==> src/esc_pkg.sv <==
// Shared types and constants for the environmental sensor compensation pipeline.
// No dependencies; imported by every module of the block.
package esc_pkg;

    localparam int TF_W     = 25;
    localparam int N_MAG_W  = 75;
    localparam int D_MAG_W  = 40;
    localparam int QUOT_W   = 37;
    localparam int CFG_W    = 64;
    localparam int CFG_IDX_W = 3;

    localparam logic [QUOT_W-1:0] PRESS_LIM = QUOT_W'(1) << 35;

    typedef enum logic [CFG_IDX_W-1:0] {
        REG_TEMP    = 3'd0,
        REG_PRESS_A = 3'd1,
        REG_PRESS_B = 3'd2,
        REG_PRESS_C = 3'd3,
        REG_HUM     = 3'd4
    } reg_idx_t;

    typedef struct packed {
        logic        [15:0] t1;
        logic signed [15:0] t2;
        logic signed [15:0] t3;
        logic        [15:0] p1;
        logic signed [15:0] p2;
        logic signed [15:0] p3;
        logic signed [15:0] p4;
        logic signed [15:0] p5;
        logic signed [15:0] p6;
        logic signed [15:0] p7;
        logic signed [15:0] p8;
        logic signed [15:0] p9;
        logic        [7:0]  h1;
        logic signed [15:0] h2;
        logic        [7:0]  h3;
        logic signed [11:0] h4;
        logic signed [11:0] h5;
        logic signed [7:0]  h6;
    } coeff_t;

    typedef struct packed {
        logic signed [14:0]     temp;
        logic signed [TF_W-1:0] tf;
        logic        [15:0]     adh;
    } side_t;

    typedef struct packed {
        logic signed [14:0]     temp;
        logic signed [TF_W-1:0] tf;
        logic        [19:0]     adp;
        logic        [15:0]     adh;
    } temp_out_t;

    typedef struct packed {
        logic [N_MAG_W-1:0] nmag;
        logic [D_MAG_W-1:0] dmag;
        logic               neg;
        logic               inv;
        side_t              side;
    } div_in_t;

    typedef struct packed {
        logic [QUOT_W-1:0] quot;
        logic              ovf;
        logic              neg;
        logic              inv;
        side_t             side;
    } div_out_t;

    typedef struct packed {
        logic signed [14:0] temp;
        logic        [16:0] pa;
        logic               inv;
        logic        [13:0] hum;
    } res_t;

endpackage

==> src/esc_temp.sv <==
// Temperature stages: fine temperature tf and centidegree result, five stages.
// Depends on esc_pkg.
module esc_temp (
    input  logic               clk,
    input  logic               rst_n,
    input  logic               en,
    input  logic               in_valid,
    input  logic [19:0]        raw_t,
    input  logic [19:0]        raw_p,
    input  logic [15:0]        raw_h,
    input  esc_pkg::coeff_t    coef,
    output logic               out_valid,
    output esc_pkg::temp_out_t out_data
);
    import esc_pkg::*;

    localparam int Stages = 5;

    logic [Stages-1:0] vld_reg;
    logic [19:0] adp_reg [Stages];
    logic [15:0] adh_reg [Stages];

    logic signed [17:0] a_reg, a_next;
    logic signed [16:0] b_reg, b_next;
    logic signed [33:0] m1_reg, m1_next;
    logic signed [33:0] bb_reg, bb_next;
    logic signed [22:0] m1s_reg, m1s_next;
    logic signed [37:0] t3_reg, t3_next;
    logic signed [TF_W-1:0] tf_reg, tf_next;
    logic signed [TF_W-1:0] tf5_reg;
    logic signed [14:0] temp_reg, temp_next;
    logic signed [27:0] tm;
    logic signed [19:0] tsh;

    always_comb
    begin
        a_next   = $signed({1'b0, raw_t[19:3]}) - $signed({1'b0, coef.t1, 1'b0});
        b_next   = $signed({1'b0, raw_t[19:4]}) - $signed({1'b0, coef.t1});
        m1_next  = a_reg * $signed(coef.t2);
        bb_next  = b_reg * b_reg;
        m1s_next = 23'(m1_reg >>> 11);
        t3_next  = $signed(bb_reg[33:12]) * $signed(coef.t3);
        tf_next  = TF_W'(m1s_reg + TF_W'(t3_reg >>> 14));
        tm       = 28'(tf_reg) * 28'sd5 + 28'sd128;
        tsh      = 20'(tm >>> 8);
        if (tsh > 20'sd16383)
        begin
            temp_next = 15'sd16383;
        end
        else if (tsh < -20'sd8192)
        begin
            temp_next = -15'sd8192;
        end
        else
        begin
            temp_next = 15'(tsh);
        end
    end

    always_ff @(posedge clk or negedge rst_n)
    begin
        if (!rst_n)
        begin
            vld_reg <= '0;
        end
        else if (en)
        begin
            vld_reg <= {vld_reg[Stages-2:0], in_valid};
        end
    end

    always_ff @(posedge clk)
    begin
        if (en)
        begin
            a_reg    <= a_next;
            b_reg    <= b_next;
            m1_reg   <= m1_next;
            bb_reg   <= bb_next;
            m1s_reg  <= m1s_next;
            t3_reg   <= t3_next;
            tf_reg   <= tf_next;
            tf5_reg  <= tf_reg;
            temp_reg <= temp_next;
            adp_reg[0] <= raw_p;
            adh_reg[0] <= raw_h;
            for (int i = 1; i < Stages; i++)
            begin
                adp_reg[i] <= adp_reg[i-1];
                adh_reg[i] <= adh_reg[i-1];
            end
        end
    end

    assign out_valid     = vld_reg[Stages-1];
    assign out_data.temp = temp_reg;
    assign out_data.tf   = tf5_reg;
    assign out_data.adp  = adp_reg[Stages-1];
    assign out_data.adh  = adh_reg[Stages-1];

endmodule

==> config.mk <==
export PLATFORM = sky130hd
export DESIGN_NAME = esc_temp
export DESIGN_NICKNAME = d
export VERILOG_FILES = /design/src/esc_pkg.sv /design/src/esc_temp.sv
export SDC_FILE = /design/constraint.sdc
export NUM_CORES = 2
export LEC_CHECK = 0
export BUFFER_PORTS_ARGS = -buffer_cell sky130_fd_sc_hd__buf_2
export CAP_MARGIN = 20
export CELL_PAD_IN_SITES_DETAIL_PLACEMENT = 2
export CELL_PAD_IN_SITES_GLOBAL_PLACEMENT = 2
export CORE_ASPECT_RATIO = 0.7
export CORE_MARGIN = 2
export CORE_UTILIZATION = 41
export DETAILED_ROUTE_END_ITERATION = 12
export PLACE_DENSITY_LB_ADDON = 0.1
export SYNTH_ARGS = -nofsm -noshare
export SYNTH_HDL_FRONTEND = slang
export SYNTH_SLANG_ARGS = --single-unit
==> constraint.sdc <==
create_clock -name clk -period 8.1 [get_ports clk]
set_input_delay 0.405 -clock clk [delete_from_list [all_inputs] [get_ports clk]]
set_output_delay 0.405 -clock clk [all_outputs]
set_load 0.01 [all_outputs]
# ---- Word-level counts from Yosys, hierarchy flattened
# Memories as Yosys holds them, arrays and structs flattened.
# Cells that the tools add are included.
dict set report word_totals {
  n_memories 2
  ramBits 180
  in_bits 316
  output_inout_bits 77
  wordCells 27
  register_bits 234
  latchBits 0
  mem_bits_ro 0
}
# memory words word_bits rd rd_clocked_by_memory_dff wr line_no
set memory_table {}
lappend memory_table {adp_reg 5 20 5 0 5 esc_temp.sv:20} ;# logic [19:0] adp_reg [Stages];
lappend memory_table {adh_reg 5 16 5 0 5 esc_temp.sv:21} ;# logic [15:0] adh_reg [Stages];
dict set report op_classes {
  mul 4
  add_sub_neg 4
  bitwise_logic 0
  n_div 0
  muxes 3
  eq_ne 0
  n_reduce_logical 1
  n_shift 0
  magnitude_cmp 2
}
# op count
set ops {}
lappend ops {{22-bit by 16-bit multiplier with 38-bit output} 1}
lappend ops {{17-bit by 17-bit multiplier with 34-bit output} 1}
lappend ops {{18-bit by 16-bit multiplier with 34-bit output} 1}
lappend ops {{28-bit by 9-bit adder with 28-bit output (second input constant)} 1}
lappend ops {{25-bit by 4-bit multiplier with 28-bit output (second input constant)} 1}
lappend ops {{23-bit by 24-bit adder with 25-bit output} 1}
lappend ops {{20-bit by 15-bit greater-than comparator with 1-bit output (second input constant)} 1}
lappend ops {{20-bit by 14-bit less-than comparator with 1-bit output (second input constant)} 1}
lappend ops {{17-bit by 17-bit subtractor with 18-bit output} 1}
lappend ops {{16-bit by 16-bit subtractor with 17-bit output} 1}
lappend ops {{15-bit 2-to-1 mux} 1}
lappend ops {{1-bit 2-to-1 mux} 2}
lappend ops {{2-bit OR reduction} 1}

# ---- Depth between registers and ports, before layout
dict set report depth {
  word_depth 4
  ltp_mapped 26
  mapped_depth_nobuf 24
}

# ---- Worst setup path before layout
# No wires, ideal clock.
dict set report synth_path {
  path_type {register -> register}
  from {register a_reg[5] (netlist name)}
  to {register bb_reg[33], data pin}
  required_ns 7.840
  path_stages_with_launch 25
  synth_period_minus_slack_ns 6.448
  arrival_ns 6.188
  path_buffers 1
  setup_time_ns 0.260
  setup_slack_ns 1.652
  path_cell_list {edfxtp_1 clkbuf_1 nand2_1 fa_1 inv_1 fa_1 inv_1 fa_1 inv_1 fa_1 inv_1 fa_1 inv_1 fa_1 ha_1 and4_1 a21oi_1 o21ai_0 a31oi_4 o31ai_1 a21o_1 a311o_1 a211o_1 a21oi_1 xnor2_1}
}
# element line_no
set synth_lines {}
lappend synth_lines {{end signal: assignment} esc_temp.sv:79} ;# bb_reg <= bb_next;
lappend synth_lines {{end: declaration} esc_temp.sv:26} ;# logic signed [33:0] bb_reg, bb_next;

==> flow_metrics.env <==
export IMPL_post_route_util_pct=45.1
export IMPL_worstPathCellList="buf_4, and2_1, inv_1, fa_1, inv_1, fa_1, inv_1, fa_1, inv_1, ha_1, fa_1, fa_1, ha_1, o2111ai_1, o221ai_2, a31oi_4, o31ai_1, a21o_1, a311o_1, a21o_1, a21oi_1, xnor2_1"
export IMPL_fin_skew_ns=0.0295
export IMPL_drt_total_wl_um=135000
export IMPL_synth_seq_cells=360
export IMPL_vias_per_cell=4.93
export IMPL_drtPass1Iterations=5
export IMPL_synth_most_common_cell="inv_1"
export IMPL_setup_viol=0
export IMPL_cp_end_kind="register"
export IMPL_hpwl_um=109000
export IMPL_yosysTopAreaCellShare_pct=39.3
export IMPL_grt_pass1_vias=35404
export IMPL_dieArea_um2=116000
export IMPL_crit_top_cell="fa_1"
export IMPL_cts_root_buf="clkbuf_16"
export IMPL_grt_max_degree=164
export IMPL_drtAntennaViolNets=0
export IMPL_yosys_top_cells_area="fa_1, edfxtp_1, ha_1"
export IMPL_area_growth_synth_to_final_pct=9.42
export IMPL_hold_viol_final=0
export IMPL_cts_hold_buf=32
export IMPL_worstSetupStartpointType="register"
export IMPL_htree_num_levels=2
export IMPL_die_y_um=285
export IMPL_cts_tree="done"
export IMPL_path_class="reg2reg"
export IMPL_rsz0062_at_grt="false"
export IMPL_cp_max_fo=14
export IMPL_drive_above_1_share_pct=7.58
export IMPL_first_iter_violations=1523
export IMPL_crit_family="adder cells"
export IMPL_clkLatencyLatePin_ns=0.60
export IMPL_die_w_um=406
export IMPL_synth_edf_count=355
export IMPL_yosys_top_cells_count="inv_1, fa_1, nand2_1"
export IMPL_via_count=29773
export IMPL_placedCellCount=5928
export IMPL_route_detailed_drc=0
export IMPL_syn_area_um2=46300
export IMPL_core_area_um2=112000
export IMPL_ys_warn_count=0
export IMPL_largest_reg_flops=100
export IMPL_floorplan_initialDensity_pct=41.2
export IMPL_required_ns=8.42
export IMPL_cts_resized=0
export IMPL_synth_cell_types=70
export IMPL_cts_buffer_depth=3
export IMPL_max_slew_margin_pct=29.1
export IMPL_grt_util_all_layers_pct=24.0
export IMPL_period_minus_slack_ns=7.46
export IMPL_clock_sinks=360
export IMPL_place_congestion=0.793
export IMPL_cts_setup_buffers=0
export IMPL_worst_ep_arrival_time_ns=7.78
export IMPL_wl_per_cell_um=22.3
export IMPL_hold_path_class="in2reg"
export IMPL_synth_seq_area_share_pct=23.3
export IMPL_grt_pass1_wl_um=212000
export IMPL_clock_fmax_mhz=134
export IMPL_numCtsBuffers=40
export IMPL_drv_slew=0
export IMPL_ys_flop_type="edfxtp_1"
export IMPL_tns_ns=0
export IMPL_numPortBuffers=181
export IMPL_netlist_instances=4325
export IMPL_worst_slew_pin_slew_ns=1.06
export IMPL_syn_area_per_cell_um2=10.7
export IMPL_cap_viol_max_count=0
export IMPL_critical_path_slowest_cell="edfxtp_1"
export IMPL_fp_row_count=103
export IMPL_overflow=0
export IMPL_nets=6064
export IMPL_final_cell_count_no_fill=6040
export IMPL_post_route_period_util_pct=92.2
export IMPL_syn_nets=5907
export IMPL_async_flop_share_pct=1.39
export IMPL_clk_pin_slew_ns=0.07
export IMPL_cp_buffers_inverters=5
export IMPL_status="completed"
export IMPL_slowest_delay_ns=0.88
export IMPL_io_pins=393
export IMPL_antenna_found_initial=13
export IMPL_yosys_area_top_type="fa_1"
==> layer usage <==
metal	GRT usage, %	part of all wire (%)	wire length [um]
met5	0	0	0
met4	3.15	1.2	1640
met3	2.80	4.1	5560
met2	38.9	46	62200
met1	35.7	48	65300
==> cells by family (layout without fill, tap and decap cells) <==
| logic type | after synthesis | count (layout) | share of synthesized area, % |
|---|---|---|---|
| adder cells (fa/ha/maj) | 1266 | 1266 | 49.0 |
| AO/OA/AOI/OAI | 259 | 259 | 3.82 |
| AND/OR/NAND/NOR | 1020 | 1020 | 10.5 |
| buffers and inverters | 1277 | 1466 | 10.7 |
| flip-flops | 360 | 360 | 23.3 |
| XOR/XNOR | 136 | 136 | 2.57 |
| multiplexers | 7 | 7 | 0.165 |
| other | 0 | 4 | 0 |
==> final timing paths <==
check	start	endpoint	slack, ns	cells past startpoint
hold / removal	raw_p[9]	adp_reg[0][9]$_DFFE_PP_	0.04	1
setup reg to reg	a_reg[8]$_DFFE_PP_	bb_reg[31]$_DFFE_PP_	0.64	22
hold reg to reg	adh_reg[0][62]$_DFFE_PP_	adh_reg[0][78]$_DFFE_PP_	0.40	0
setup / recovery	a_reg[8]$_DFFE_PP_	bb_reg[31]$_DFFE_PP_	0.64	22
min in group asynchronous	rst_n	vld_reg[0]$_DFFE_PN0P_	0.17	2
max in group asynchronous	rst_n	vld_reg[4]$_DFFE_PN0P_	7.77	2
==> layout make-up <==
class | instances | area, um^2
fill | 11793 | 61700
sequential | 360 | 10800
timing repair buffer | 287 | 1870
multi-input combinational | 2688 | 30600
antenna | 4 | 10.0
tap | 1522 | 1900
clock inverter | 25 | 310
inverter | 1105 | 4150
clock buffer | 49 | 1060
==> worst register-to-register path: cells and delay by family (launching register included) <==
kind / cells / cell delay [ns]
adder cells (fa/ha/maj): 7 / 3.19
AO/OA/AOI/OAI: 8 / 2.31
flip-flops: 1 / 0.88
buffers and inverters: 5 / 0.51
AND/OR/NAND/NOR: 1 / 0.16
XOR/XNOR: 1 / 0.14
==> per-stage QoR <==
| step | area (um^2) | hold WS [ns] | setup slack [ns] |
|---|---|---|---|
| 4_1_cts | 50600 | 0.000256 | 0.601 |
| 2_1_floorplan | 46300 | 0.109 | 1.65 |
| 3_3_place_gp | 48900 | 0.224 | 0.705 |
| 3_5_place_dp | 48900 | 0.233 | 0.672 |
| 6_report | 50700 | 0.0355 | 0.635 |
| 5_1_grt | 50700 | 0.0130 | 0.188 |
==> placed cells by master, fill, tap and decap left out, types with 7 or more instances in the layout <==
| cell type | count |
|---|---|
| dlygate4sd3_1 | 33 |
| or2_2 | 7 |
| nor3_1 | 23 |
| clkbuf_1 | 8 |
| a31oi_1 | 12 |
| fa_1 | 910 |
| o21a_1 | 17 |
| xnor2_1 | 99 |
| a21oi_1 | 62 |
| clkbuf_16 | 41 |
| nand3_1 | 16 |
| a21o_1 | 36 |
| and2_1 | 294 |
| and3_1 | 12 |
| o21ai_0 | 50 |
| buf_4 | 67 |
| a21boi_0 | 9 |
| clkinv_1 | 10 |
| edfxtp_1 | 355 |
| buf_2 | 180 |
| inv_1 | 1104 |
| nand2b_1 | 25 |
| ha_1 | 356 |
| nor2_1 | 113 |
| nor2b_1 | 23 |
| nand2_1 | 483 |
| xor2_1 | 37 |
Power is left out: the tool's default activity adds up to more than one toggle a clock period on the data nets, which glitch-free logic cannot reach.
